--- src/hdl/mapf_pkg.sv ---
// Shared types, constants and the saturation helper function of the modulated allpass filter.
package mapf_pkg;

  // Default length of the circular delay line in samples.
  localparam int unsigned DELAY_DEPTH_DEF = 4096;

  // Widths fixed by the sample and coefficient formats.
  localparam int unsigned SAMPLE_W = 24;
  localparam int unsigned COEF_W   = 16;
  localparam int unsigned CFG_W    = 16;
  localparam int unsigned CFG_IDX_W = 2;

  // Saturation bounds of a Q4.20 sample and the coefficient limit of 0.99.
  localparam logic signed [27:0] S24_MAX = 28'sd8388607;
  localparam logic signed [27:0] S24_MIN = -28'sd8388608;
  localparam logic signed [16:0] G_LIMIT = 17'sd32440;

  // Configuration register indexes.
  localparam logic [CFG_IDX_W-1:0] CFG_BASE_DELAY = 2'd0;
  localparam logic [CFG_IDX_W-1:0] CFG_MIN_DELAY  = 2'd1;
  localparam logic [CFG_IDX_W-1:0] CFG_MAX_DELAY  = 2'd2;
  localparam logic [CFG_IDX_W-1:0] CFG_FEEDBACK   = 2'd3;

  // Reset values of the configuration registers.
  localparam logic [CFG_W-1:0]         BASE_DELAY_RST = 16'd7680;
  localparam logic [CFG_W-1:0]         MIN_DELAY_RST  = 16'd77;
  localparam logic [CFG_W-1:0]         MAX_DELAY_RST  = 16'd30720;
  localparam logic signed [COEF_W-1:0] FEEDBACK_RST   = 16'sd0;

  // Sequencer states for one sample.
  typedef enum logic [2:0] {
    ST_IDLE,
    ST_COEF,
    ST_ADDR,
    ST_MUL1,
    ST_SUM1,
    ST_MUL2,
    ST_SUM2
  } state_t;

  // Control strobes from the sequencer to the delay line.
  typedef struct packed {
    logic rd_en;
    logic wr_en;
  } line_ctrl_t;

  // Clamp a wide signed value to the Q4.20 sample range.
  function automatic logic signed [SAMPLE_W-1:0] sat24(input logic signed [27:0] v);
    logic signed [27:0] c;
    begin
      if (v > S24_MAX) begin
        c = S24_MAX;
      end else if (v < S24_MIN) begin
        c = S24_MIN;
      end else begin
        c = v;
      end
      return c[SAMPLE_W-1:0];
    end
  endfunction

endpackage

--- src/hdl/mapf_coef.sv ---
// Configuration registers, modulated tap length and modulated allpass coefficient.
module mapf_coef #(
  parameter int unsigned DELAY_DEPTH = mapf_pkg::DELAY_DEPTH_DEF,
  parameter int unsigned AW = $clog2(DELAY_DEPTH)
) (
  input  logic                                   clk,
  input  logic                                   rst,
  input  logic                                   cfg_we,
  input  logic [mapf_pkg::CFG_IDX_W-1:0]         cfg_index,
  input  logic [mapf_pkg::CFG_W-1:0]             cfg_data,
  input  logic                                   calc_en,
  input  logic signed [mapf_pkg::COEF_W-1:0]     mod,
  output logic [AW-1:0]                          tap,
  output logic signed [mapf_pkg::COEF_W-1:0]     coef
);

  localparam logic [16:0] TAP_MAX = 17'(DELAY_DEPTH - 1);

  logic [mapf_pkg::CFG_W-1:0]         base_delay;
  logic [mapf_pkg::CFG_W-1:0]         min_delay;
  logic [mapf_pkg::CFG_W-1:0]         max_delay;
  logic signed [mapf_pkg::COEF_W-1:0] feedback;

  logic [16:0]        dq;
  logic signed [17:0] mod_shift;
  logic [32:0]        dq_prod;
  logic signed [31:0] mod_frac;
  logic signed [15:0] coef_add;
  logic signed [16:0] coef_sum;
  logic signed [16:0] coef_clamp;
  logic [16:0]        dq_lo;
  logic [15:0]        dq_hi;
  logic [11:0]        tap_raw;

  always_ff @(posedge clk) begin
    if (rst) begin
      base_delay <= mapf_pkg::BASE_DELAY_RST;
      min_delay  <= mapf_pkg::MIN_DELAY_RST;
      max_delay  <= mapf_pkg::MAX_DELAY_RST;
      feedback   <= mapf_pkg::FEEDBACK_RST;
    end else if (cfg_we) begin
      case (cfg_index)
        mapf_pkg::CFG_BASE_DELAY: base_delay <= cfg_data;
        mapf_pkg::CFG_MIN_DELAY:  min_delay  <= cfg_data;
        mapf_pkg::CFG_MAX_DELAY:  max_delay  <= cfg_data;
        mapf_pkg::CFG_FEEDBACK:   feedback   <= signed'(cfg_data);
        default: ;
      endcase
    end
  end

  // Delay scale is 1 + m/2, held as 65536 + m over a 2^16 scale.
  always_comb begin
    mod_shift = 18'sd65536 + 18'(mod);
    dq_prod   = 33'(base_delay) * 33'(mod_shift[16:0]);
    mod_frac  = 32'(mod) * 32'sd13107 + 32'sd32768;
    coef_add  = mod_frac[31:16];
    coef_sum  = 17'(feedback) + 17'(coef_add);
    if (coef_sum > mapf_pkg::G_LIMIT) begin
      coef_clamp = mapf_pkg::G_LIMIT;
    end else if (coef_sum < -mapf_pkg::G_LIMIT) begin
      coef_clamp = -mapf_pkg::G_LIMIT;
    end else begin
      coef_clamp = coef_sum;
    end
  end

  always_ff @(posedge clk) begin
    if (calc_en) begin
      dq   <= dq_prod[32:16];
      coef <= coef_clamp[15:0];
    end
  end

  // The maximum clamp is applied last, so it wins over the minimum.
  always_comb begin
    dq_lo   = (dq < 17'(min_delay)) ? 17'(min_delay) : dq;
    dq_hi   = (dq_lo > 17'(max_delay)) ? max_delay : dq_lo[15:0];
    tap_raw = dq_hi[15:4];
    if (tap_raw == 12'd0) begin
      tap = AW'(1);
    end else if (17'(tap_raw) > TAP_MAX) begin
      tap = AW'(TAP_MAX);
    end else begin
      tap = AW'(tap_raw);
    end
  end

endmodule

--- config.mk ---
export PLATFORM = sky130hd
export DESIGN_NAME = mapf_coef
export DESIGN_NICKNAME = d
export VERILOG_FILES = /design/src/hdl/mapf_pkg.sv /design/src/hdl/mapf_coef.sv
export SDC_FILE = /design/constraint.sdc
export NUM_CORES = 1
export LEC_CHECK = 0
export BUFFER_PORTS_ARGS = -buffer_cell sky130_fd_sc_hd__buf_2
export CAP_MARGIN = 20
export CORE_ASPECT_RATIO = 0.5
export CORE_MARGIN = 10
export CORE_UTILIZATION = 30
export CTS_CLUSTER_SIZE = 25
export DETAILED_ROUTE_END_ITERATION = 6
export PLACE_DENSITY = 0.56
export SLEW_MARGIN = 30
export SYNTH_ARGS = -nofsm -noshare
export SYNTH_HDL_FRONTEND = slang
export SYNTH_SLANG_ARGS = --single-unit
--- constraint.sdc ---
create_clock -name clk -period 9.81 [get_ports clk]
set_input_delay 1.962 -clock clk [delete_from_list [all_inputs] [get_ports clk]]
set_output_delay 1.962 -clock clk [all_outputs]
set_load 0.1 [all_outputs]
# After elaboration in Yosys (flattened, before gate mapping)

Cells that the tools add are included.

Bits in latches: 0
Bits in read-only memories: 0
Register bits after elaboration: 97
Bits in writable memories: 0
Memories kept: 0
Output and inout bits: 28

Equal/unequal tests: 3
Multiplexer cells: 4
Div/mod/pow operators: 0
Shifts and indexed selects: 0
$mul: 2
Add/subtract/negate cells: 3
$lt $le $gt $ge: 4
Bitwise gates (word level): 0
Reductions and logical operators: 7

Operator list:

| kind                                                  | number |
|---|---|
| multiplier 16 x 17 -> 33 bit                          | 1 |
| adder 31 x 17 -> 32 bit (second input constant)       | 1 |
| two-way mux 16 bit                                    | 2 |
| multiplier 16 x 15 -> 31 bit (second input constant)  | 1 |
| adder 16 x 16 -> 17 bit                               | 1 |
| adder 17 x 16 -> 17 bit (first input constant)        | 1 |
| > comparator 17 x 16 -> 1 bit                         | 1 |
| > comparator 17 x 16 -> 1 bit (second input constant) | 1 |
| < comparator 17 x 16 -> 1 bit                         | 1 |
| < comparator 17 x 16 -> 1 bit (second input constant) | 1 |
| two-way mux 17 bit                                    | 1 |
| zero test 12 bit                                      | 1 |
| two-way mux 12 bit                                    | 1 |
| AND reduction 2 bit                                   | 4 |
| == test 2 bit (second input constant)                 | 2 |
| == test 2 x 1 -> 1 bit (second input constant)        | 1 |
| zero test 2 bit                                       | 1 |
| OR reduction 2 bit                                    | 1 |

# Depth between registers and ports, before layout

Gate-level depths: netlist (run 1).

Depth in word-level cells: 6
Gate-level depth with buffers: 33
Gate-level depth less buffers: 32

# Worst setup path after synthesis (run 1)

Ideal clock, no wire load.

Path type: input port to flip-flop
Start point: in mod[1] in the netlist's numbering
End point: reg coef[8] in the netlist's numbering, data pin
Stages: 26
Arrival: 9124 ps
Setup time: 259 ps
Path slack: 428 ps
Data required time: 9551 ps
Cells stage by stage: clkbuf_1 -> inv_1 -> ha_1 -> inv_1 -> fa_1 -> fa_1 -> fa_1 -> fa_1 -> inv_1 -> fa_1 -> inv_1 -> ha_1 -> a21oi_1 -> o21ai_0 -> a22oi_1 -> o211ai_1 -> nand2_1 -> o32a_1 -> o311ai_0 -> xor2_1 -> ha_1 -> or2b_2 -> o311ai_0 -> o41a_4 -> nor2_1 -> a211o_1

Word-level cells in the longest chain between the ends: 5
Elaborated cells on any way between the ends: 6
Classes of those cells: 2 x add/sub; 1 x mul; 2 x order compare; 1 x mux

Ends and longest elaborated chain:

| what                             | RTL line        | text |
|---|---|---|
| start: declaration               | mapf_coef.sv:12 | `input logic signed [mapf_pkg::COEF_W-1:0] mod,` |
| multiplier 16 x 15 -> 31 bit (*) | mapf_coef.sv:56 | `mod_frac = 32'(mod) * 32'sd13107 + 32'sd32768;` |
| adder 31 x 17 -> 32 bit (*)      | mapf_coef.sv:56 |  |
| adder 16 x 16 -> 17 bit (*)      | mapf_coef.sv:58 | `coef_sum = 17'(feedback) + 17'(coef_add);` |
| < comparator 17 x 16 -> 1 bit    | mapf_coef.sv:61 | `end else if (coef_sum < -mapf_pkg::G_LIMIT) begin` |
| two-way mux 16 bit               | mapf_coef.sv:61 |  |
| end signal: assignment           | mapf_coef.sv:71 | `coef <= coef_clamp[15:0];` |
| end: declaration                 | mapf_coef.sv:14 | `output logic signed [mapf_pkg::COEF_W-1:0] coef` |

Mark *: on every way between the ends. The rest lies on a longest branch, timed or not.
A chain may end at the register's enable or synchronous reset.

# Worst setup path after layout (run 1)

Start point: in mod[1] in the netlist's numbering
End point: reg coef[0] in the netlist's numbering, data pin

Word-level cells in the longest chain between the ends: 5
Elaborated cells on any way between the ends: 6
Classes of those cells: 2 x add/sub; 1 x mul; 2 x order compare; 1 x reduce/logical

Ends and longest elaborated chain:

| what                                                                                  | RTL line |
|---|---|
| multiplier 16 x 15 -> 31 bit (*)                                                      | mapf_coef.sv:56 |
| adder 31 x 17 -> 32 bit (*)                                                           | mapf_coef.sv:56 |
| adder 16 x 16 -> 17 bit (*)                                                           | mapf_coef.sv:58 |
| > comparator 17 x 16 -> 1 bit / < comparator 17 x 16 -> 1 bit (equally long branches) | mapf_coef.sv:59, mapf_coef.sv:61 |
| OR reduction 2 bit (no line)                                                          | -- |

Marks and branches as above.

==> results.yml, run 1 <==
setup_path:
  crit_type: "primary input to flop"
  r2r_start: "base_delay[1]$_SDFFE_PP0P_"
  crit_arrival_ps: 9400
  r2r_cells: 22
  worst_path_most_repeated_cell: "fa_1"
  max_stage_delay_ps: 540
  r2r_end: "dq[12]$_DFFE_PP_"
  cp_max_fo: 5
  end_kind: "flop"
  critPathLaunchType: "primary input"
  required_ps: 9910
  crit_slowest_cell: "fa_1"
  regToRegSetupSlack_ps: 2520
hold_path:
  min_path_type: "flop to flop"
  worstHoldStart: "max_delay[1]$_SDFFE_PP0P_"
  worstHoldEndpoint: "max_delay[1]$_SDFFE_PP0P_"
  whs_path_depth: 2
route:
  vias_per_cell: 4.69
  wirelength_mm: 48.6
  routedWlPerCell_um: 16.4
  drt_iter0_drc: 1001
  route.vias.total: 13900
  post-route-drc-count: 0
  first_pass_iters: 5
  ant_nets: 0
final_layout:
  syn_to_final_growth_pct: 9.19
  nFillCells: 6338
  nets: 2714
  drive_above_1_share_pct: 7.90
  fin_cells: 2964
  diodes: 0
  final_area_um2: 20100
die:
  dieArea_um2: 72200
  rows: 64
  die_x_um: 370
  io-pin-count: 66
  initial_core_util_pct: 30.2
  die_h_um: 195
  core_um2: 60900
status:
  status: "completed"
global_routing:
  grt_max_degree: 65
  grt_pass1_wl_mm: 79.5
  antenna_found_initial: 0
  grt_pass1_vias: 14500
  grt_usage_pct: 13.5
  grt_overflow: 0
clocking:
  cts_tree: "done"
  cts-root-buf: "clkbuf_16"
  clockBufferDepth: 2
  cts.htree.levels: 3
  path_clk_slew_ps: 70
  clock_sinks: 97
  cts_buffers: 9
  insertion_delay_ps: 360
flow_run:
  drv_cap: 0
synth:
  ys_ff_latch: 97
  synth-simple-area-share_pct: 14.3
  synth_common_cells: "inv_1, nand2_1, fa_1"
  synth_mux_area_share_pct: 2.13
  yosysTopAreaCell: "fa_1"
  synth_adder_area_share_pct: 48.7
  async_reset_ff_share_pct: 0
  netlist_instances: 2091
  yosys_warnings: 0
  syn_area_um2: 18400
  synthTopCellsByArea: "fa_1, ha_1, inv_1"
  synth_top_family_by_area: "adder cells"
  syn_area_per_cell_um2: 8.80
  synth_cell_types: 70
  ys_seq_area_share_pct: 12.4
  synth_compound_area_share_pct: 9.01
  ys.flop_type: "dfxtp_1"
  synth-edff-count: 33
  netlist.area_leader.share_pct: 30.9
  synthXorXnorAreaFrac_pct: 3.28
  yosysMostFrequentCell: "inv_1"
power_and_ir_drop:
  p_sw_share_pct: 54.9
  power_leakage_nw: 9.61
  internal_power_mw: 2.99
  power_switching_mw: 3.64
  total_power_mw: 6.62
  power_density_nw_per_um2: 330
  p_seq_share_pct: 10.2
  p_clk_share_pct: 5.2
  combPwrFrac_pct: 84.6
  ir_worst_vdd_mv: 0.258
sta:
  finalHoldViolations: 0
  setup-tns-final_ps: 0
  fmaxAchievable_ghz: 0.107
  rsz0062_at_grt: "false"
  setup_violations: 0
  period_needed_ps: 9300
  relSlewSlack_pct: 38.4
  slew_violations: 0
  finalClockSkew_ps: 12.6
  tightest_slew_ps: 922
  period_share_pct: 94.8
  worst_hold_slack_ps: 460
placed_design:
  port_buffers: 65
  place_hpwl_mm: 39.7
  place.gp.congestion: 0.854
  placed_cell_area_um2: 19800
  placed_cells: 2949
[sequential cells by signal (all words and copies together) (netlist names)]
| signal | count |
|---|---|
| max_delay | 16 |
| min_delay | 16 |
| base_delay | 16 |
| coef | 16 |
| feedback | 16 |
| dq | 17 |
[critical path, delay by kind of cell]
family	cells	cell delay, ps
compound gates	12	2700
xor+xnor	2	330
buf+inv	5	440
simple gates	3	270
mux	1	200
fa+ha+maj	8	3490
[worst max-delay path by stage]
stage	startpoint	slack (ps)	endpoint
6_report	mod[1]	510	coef[0]$_SDFFCE_PP0P_
5_1_grt	mod[6]	10	coef[3]$_SDFFCE_PP1P_
4_1_cts	mod[1]	460	coef[0]$_SDFFCE_PP0P_
3_5_place_dp	mod[1]	80	coef[0]$_SDFFCE_PP0P_
3_3_place_gp	mod[1]	200	coef[1]$_SDFFCE_PP0P_
2_1_floorplan	mod[1]	430	coef[8]$_SDFFCE_PN0P_
[final cells by class]
class                           count  area, um^2  area share [%]
Clock buffer                        9         225            1.12
Clock inverter                      6        51.3           0.255
Inverter                          424        1590            7.92
Multi-Input combinational cell   1493       14300            71.0
Sequential cell                    97        2270            11.3
Tap cell                          825        1030            5.14
Timing Repair Buffer              110         663            3.30
[kinds of logic after synthesis]
family | Yosys count
AO/OA/AOI/OAI | 267
XOR/XNOR | 69
adder cells (fa/ha/maj) | 546
buffers and inverters | 504
flip-flops | 97
multiplexers | 34
other | 1
AND/OR/NAND/NOR | 573
[metal layers]
layer / share of wire, % / global-route usage [%] / vias to the layer above
met5: 0 / 0 / -
met4: 1.1 / 2.31 / 0
met3: 3.8 / 0.875 / 30
li1: - / - / 6684
met2: 47 / 23.2 / 293
met1: 48 / 18.7 / 6902
[layout by cell type (no fill, tap or decap), drive strengths merged, types with 18 or more instances in the layout]
cell type	n
a21o	20
a21oi	124
and2	75
buf	110
dfxtp	64
edfxtp	33
fa	284
ha	257
inv	427
mux2	31
nand2	343
nand3	18
nor2	38
nor3	20
o21ai	43
xnor2	45
xor2	24
[stage by stage]
step / util, % / setup WS (ps)
after global placement: 32.5 / 201
after CTS: 33.0 / 460
after floorplan: - / 428
after detailed placement: 32.5 / 76.4
after global routing: 33.0 / 10.7
final: 33.0 / 507
[what timing repair did]
action                     4_1_cts  5_1_grt
resized for setup                0        2
hold endpoints to repair         0        0
setup buffers                    0        0
setup endpoints to repair        0        9
hold buffers                     0        0
[power groups by stage]
stage               clock network (mW)  logic [mW]  registers (mW)
global placement                     0        5.51           0.687
finish                           0.347        5.60           0.676
detailed placement                   0        5.56           0.687
CTS                              0.353        5.59           0.678
global route                     0.367        6.24           0.686
floorplan                            0        3.97           0.910
Power figures use the tool's default switching activity.
==> run 2: changes to the inputs <==
--- a/config.mk
+++ b/config.mk
@@ -9,10 +9,10 @@
 export CAP_MARGIN = 20
 export CORE_ASPECT_RATIO = 0.5
 export CORE_MARGIN = 10
-export CORE_UTILIZATION = 30
+export CORE_UTILIZATION = 25
 export CTS_CLUSTER_SIZE = 25
 export DETAILED_ROUTE_END_ITERATION = 6
-export PLACE_DENSITY = 0.56
+export PLACE_DENSITY = 0.5
 export SLEW_MARGIN = 30
 export SYNTH_ARGS = -nofsm -noshare
 export SYNTH_HDL_FRONTEND = slang
==> run 2 against run 1 <==
Net effect:
- die area is 18% higher
- setup slack better by 11 ps
- utilization is 5.0 points lower
- sequential share of layout area is 0.18 points lower
- clock power is 3% higher
- register-to-register slack better by 110 ps
- cell area is 1.6% higher
- sequential power hardly changed
- power is 1.3% higher
- worst hold slack better by 7.4 ps
- critical endpoint is now coef[3]$_SDFFCE_PP1P_
==> results.yml, run 2 (synthesized netlist as in run 1, its figures left out) <==
status:
  status: "completed"
setup_path:
  crit_arrival_ps: 9410
  cpLargestDelayFamily: "adder cells"
  max_stage_delay_ps: 540
  regToRegSetupSlack_ps: 2630
  end_kind: "flop"
  crit_type: "primary input to flop"
  required_ps: 9930
  r2r_start: "base_delay[1]$_SDFFE_PP0P_"
  critPathLaunchType: "primary input"
  r2r_cells: 22
  crit_buf_inv: 7
  crit_slowest_cell: "fa_1"
  cp_max_fo: 8
  r2r_end: "dq[12]$_DFFE_PP_"
  worst_path_most_repeated_cell: "fa_1"
global_routing:
  grt_usage_pct: 11.8
  grt_overflow: 0
  grt_max_degree: 65
  antenna_found_initial: 4
  grt_pass1_wl_mm: 80.9
  grt_pass1_vias: 14500
sta:
  rsz0062_at_grt: "false"
  tightest_slew_ps: 873
  setup_violations: 0
  worst_hold_slack_ps: 467
  period_share_pct: 94.7
  fmaxAchievable_ghz: 0.108
  period_needed_ps: 9290
  slew_violations: 0
  finalClockSkew_ps: 9.04
  setup_slack_ps: 519
  finalHoldViolations: 0
  setup-tns-final_ps: 0
  relSlewSlack_pct: 41.8
die:
  rows: 70
  core_um2: 73000
  initial_core_util_pct: 25.2
  io-pin-count: 66
  dieArea_um2: 85500
  die_h_um: 212
  die_x_um: 404
placed_design:
  dp_slack_ps: 59.5
  place_hpwl_mm: 41.7
  place.gp.congestion: 0.861
  port_buffers: 65
route:
  route.vias.total: 13800
  first_pass_iters: 7
  routedWlPerCell_um: 16.0
  ant_nets: 0
  post-route-drc-count: 0
  vias_per_cell: 4.39
  drt_iter0_drc: 681
  wirelength_mm: 50.1
final_layout:
  multi_input_area_um2: 14300
  nets: 2730
  nFillCells: 7805
  largest_register_ffs: 17
  fin_util_pct: 28.0
  syn_to_final_growth_pct: 11.0
  mostFrequentLayoutCell: "inv_1"
  regArea_um2: 2270
  drive_above_1_share_pct: 8.58
  final_cell_mix: "inv_1, nand2_1, fa_1, ha_1, a21oi_1"
  top_register: "dq"
hold_path:
  min_path_type: "flop to flop"
  worstHoldEndpoint: "max_delay[3]$_SDFFE_PP0P_"
  whs_path_depth: 2
  worstHoldStart: "max_delay[3]$_SDFFE_PP0P_"
clocking:
  cts_buffers: 9
  path_clk_slew_ps: 80
  cts.htree.levels: 3
  hold_buffers: 0
  post_cts_buffers: 0
  clockBufferDepth: 2
  clock_sinks: 97
  cts-root-buf: "clkbuf_16"
  post_cts_resized: 0
  insertion_delay_ps: 360
  cts_tree: "done"
power_and_ir_drop:
  power_leakage_nw: 9.69
  ir_worst_vdd_mv: 0.244
  power_density_nw_per_um2: 329
  total_power_mw: 6.71
flow_run:
  drv_cap: 0
==> run 2: worst max-delay path by stage <==
stage | to | startpoint | cells after the start | slack [ps]
final | coef[3]$_SDFFCE_PP1P_ | mod[1] | 30 | 520
after CTS | coef[3]$_SDFFCE_PP1P_ | mod[9] | 31 | 410
after global routing | coef[3]$_SDFFCE_PP1P_ | mod[9] | 32 | 20
after global placement | coef[3]$_SDFFCE_PP1P_ | mod[1] | 31 | 130
after floorplan | coef[8]$_SDFFCE_PN0P_ | mod[1] | 26 | 430
after detailed placement | coef[3]$_SDFFCE_PP1P_ | mod[1] | 31 | 60
==> run 2: worst min-delay path, stage by stage, from the launching register on <==
cell and delay [ps]:
dfxtp_1 320, nand2_1 50, a21oi_1 50
==> run 2: layout make-up <==
class,count,area share [%]
well taps,972,5.96
multi-input cells,1493,69.8
flip-flops and latches,97,11.1
diodes,3,0.0368
clock buffers,9,1.10
repair buffers,126,3.84
clock inverters,7,0.313
inverters,424,7.80
==> run 2: metal layers <==
layer / share of wire [%] / track usage, %
met5: 0 / 0
met1: 48 / 15.8
met3: 2.3 / 0.791
met2: 47 / 20.2
met4: 2.6 / 3.65
==> run 2: where the power goes <==
group	leakage [nW]	internal (mW)	switching (mW)	total [mW]
Clock	0.141	0.177	0.181	0.358
Sequential	0.844	0.623	0.0560	0.679
Combinational	8.71	2.26	3.41	5.67
==> run 2: through the flow <==
step                instances  area (um^2)
floorplan                2094        18400
global placement         3112        20100
detailed placement       3112        20100
CTS                      3128        20400
global route             3131        20400
finish                   3131        20400
==> run 3: changes to the inputs <==
--- a/config.mk
+++ b/config.mk
@@ -12,6 +12,7 @@
 export CORE_UTILIZATION = 25
 export CTS_CLUSTER_SIZE = 25
 export DETAILED_ROUTE_END_ITERATION = 6
+export GPL_TIMING_DRIVEN = 0
 export PLACE_DENSITY = 0.5
 export SLEW_MARGIN = 30
 export SYNTH_ARGS = -nofsm -noshare
==> run 3 against run 2 <==
Net effect:
- critical path depth up 2
- final cell count up 0.83%
- power up 1.8%
- clock-buffer cell count up 1
- combinational power up 2%
- sequential share of layout area about the same
- flip-flop and latch count unchanged
- register-to-register slack worse by 520 ps
==> results.yml, run 3 (synthesized netlist as in run 1, its figures left out) <==
setup_path:
  crit_cells: 32
  crit_buf_inv: 10
  worst_path_most_repeated_cell: "inv_1"
  r2r_start: "base_delay[5]$_SDFFE_PP0P_"
  critPathLaunchType: "primary input"
  crit_slowest_cell: "fa_1"
  required_ps: 9910
  end_kind: "flop"
  max_stage_delay_ps: 560
  cp_max_fo: 10
  r2r_cells: 21
  regToRegSetupSlack_ps: 2110
  cp-startpoint: "mod[0]"
  cpLargestDelayFamily: "adder cells"
  crit_type: "primary input to flop"
  crit_arrival_ps: 9570
final_layout:
  fin_cells: 3157
  drive_above_1_share_pct: 7.60
  mostFrequentLayoutCell: "inv_1"
  fin_util_pct: 28.1
  syn_to_final_growth_pct: 11.4
  largest_register_ffs: 17
  nets: 2758
  final_cell_mix: "inv_1, nand2_1, fa_1, ha_1, a21oi_1"
  nFillCells: 7794
  top_register: "dq"
  final_area_um2: 20500
hold_path:
  whs_path_depth: 2
  worstHoldStart: "max_delay[2]$_SDFFE_PP0P_"
  min_path_type: "flop to flop"
sta:
  finalClockSkew_ps: 9.34
  slew_violations: 0
  setup_slack_ps: 345
  finalHoldViolations: 0
  fmaxAchievable_ghz: 0.106
  relSlewSlack_pct: 42.1
  tightest_slew_ps: 868
  period_needed_ps: 9470
  setup_violations: 0
  period_share_pct: 96.5
route:
  ant_nets: 0
  routedWlPerCell_um: 16.4
  vias_per_cell: 4.45
  route.vias.total: 14000
  wirelength_mm: 51.9
  post-route-drc-count: 0
  drt_iter0_drc: 667
  first_pass_iters: 5
global_routing:
  top_usage_layer: "met2"
  grt_usage_pct: 12.2
  grt_overflow: 0
  antenna_found_initial: 0
  grt_util_met3_pct: 0.979
  grt_max_degree: 34
  grt_use_met2_pct: 20.5
  grt_pass1_vias: 14600
  grt_pass1_wl_mm: 83.2
  grt_use_met1_pct: 16.9
clocking:
  cts.htree.levels: 3
  clock_sinks: 97
  path_clk_slew_ps: 70
  cts-root-buf: "clkbuf_16"
  insertion_delay_ps: 360
  clockBufferDepth: 2
  cts_tree: "done"
  cts_buffers: 9
placed_design:
  port_buffers: 63
  dp_slack_ps: -941
  placed_cell_area_um2: 19900
  place.gp.congestion: 0.837
  placed_cells: 3129
  place_hpwl_mm: 43.9
power_and_ir_drop:
  total_power_mw: 6.83
  power_leakage_nw: 9.59
  power_density_nw_per_um2: 333
  ir_worst_vdd_mv: 0.284
status:
  status: "completed"
flow_run:
  drv_cap: 0
die:
  die_h_um: 212
  rows: 70
  dieArea_um2: 85500
  core_um2: 73000
  io-pin-count: 66
  initial_core_util_pct: 25.2
  die_x_um: 404
## run 3: changes by cell type in the layout (fill, tap and decap cells not counted), moves of 5 or more
cell,previous run,this run
buf_2,65,60
buf_4,61,13
clkbuf_1,0,67
clkbuf_2,0,5
ha_1,257,252
o21ai_0,42,37
## run 3: layout make-up
| class | count | area, um^2 | area share, % |
|---|---|---|---|
| flip-flops and latches | 97 | 2270 | 11.1 |
| inverters | 424 | 1590 | 7.76 |
| clock buffers | 10 | 250 | 1.22 |
| clock inverters | 6 | 55.1 | 0.269 |
| multi-input cells | 1493 | 14400 | 70.2 |
| diodes | 1 | 2.50 | 0.0122 |
| plain buffers | 78 | 310 | 1.51 |
| well taps | 972 | 1220 | 5.93 |
| repair buffers | 76 | 420 | 2.05 |
## run 3: metrics by stage
| stage | TNS (ps) | hold WS, ps |
|---|---|---|
| 2_1_floorplan | 0 | 436 |
| 3_3_place_gp | -18350 | 445 |
| 3_5_place_dp | -14960 | 450 |
| 4_1_cts | 0 | 460 |
| 5_1_grt | -28.3 | 483 |
| 6_report | 0 | 457 |
## run 3: report_power, final
part	internal, mW	total (mW)	switching [mW]	leakage (nW)
clock	0.193	0.367	0.174	0.151
combinational	2.30	5.80	3.49	8.60
sequential	0.623	0.668	0.0445	0.844
## run 3: final timing paths
kind | to
setup / recovery | coef[14]$_SDFFCE_PN1P_
hold / removal | max_delay[2]$_SDFFE_PP0P_
setup reg to reg | dq[11]$_DFFE_PP_
hold reg to reg | max_delay[2]$_SDFFE_PP0P_
## run 3: layer usage
layer / vias up / routed length (um)
met1: 6919 / 24800
met4: 0 / 994
met3: 54 / 1900
met2: 284 / 24200
li1: 6776 / -
met5: - / 0
## run 3: tightest hold or removal path, stage by stage, from the launching register on
cell and delay [ps]:
dfxtp_1 310, nand2_1 50, a21oi_1 50
## run 3: timing repair
item,4_1_cts,5_1_grt
gates resized for setup,12,37
buffers inserted,4,9
setup endpoints to repair,16,24
hold buffers,0,0
pin swaps,2,9
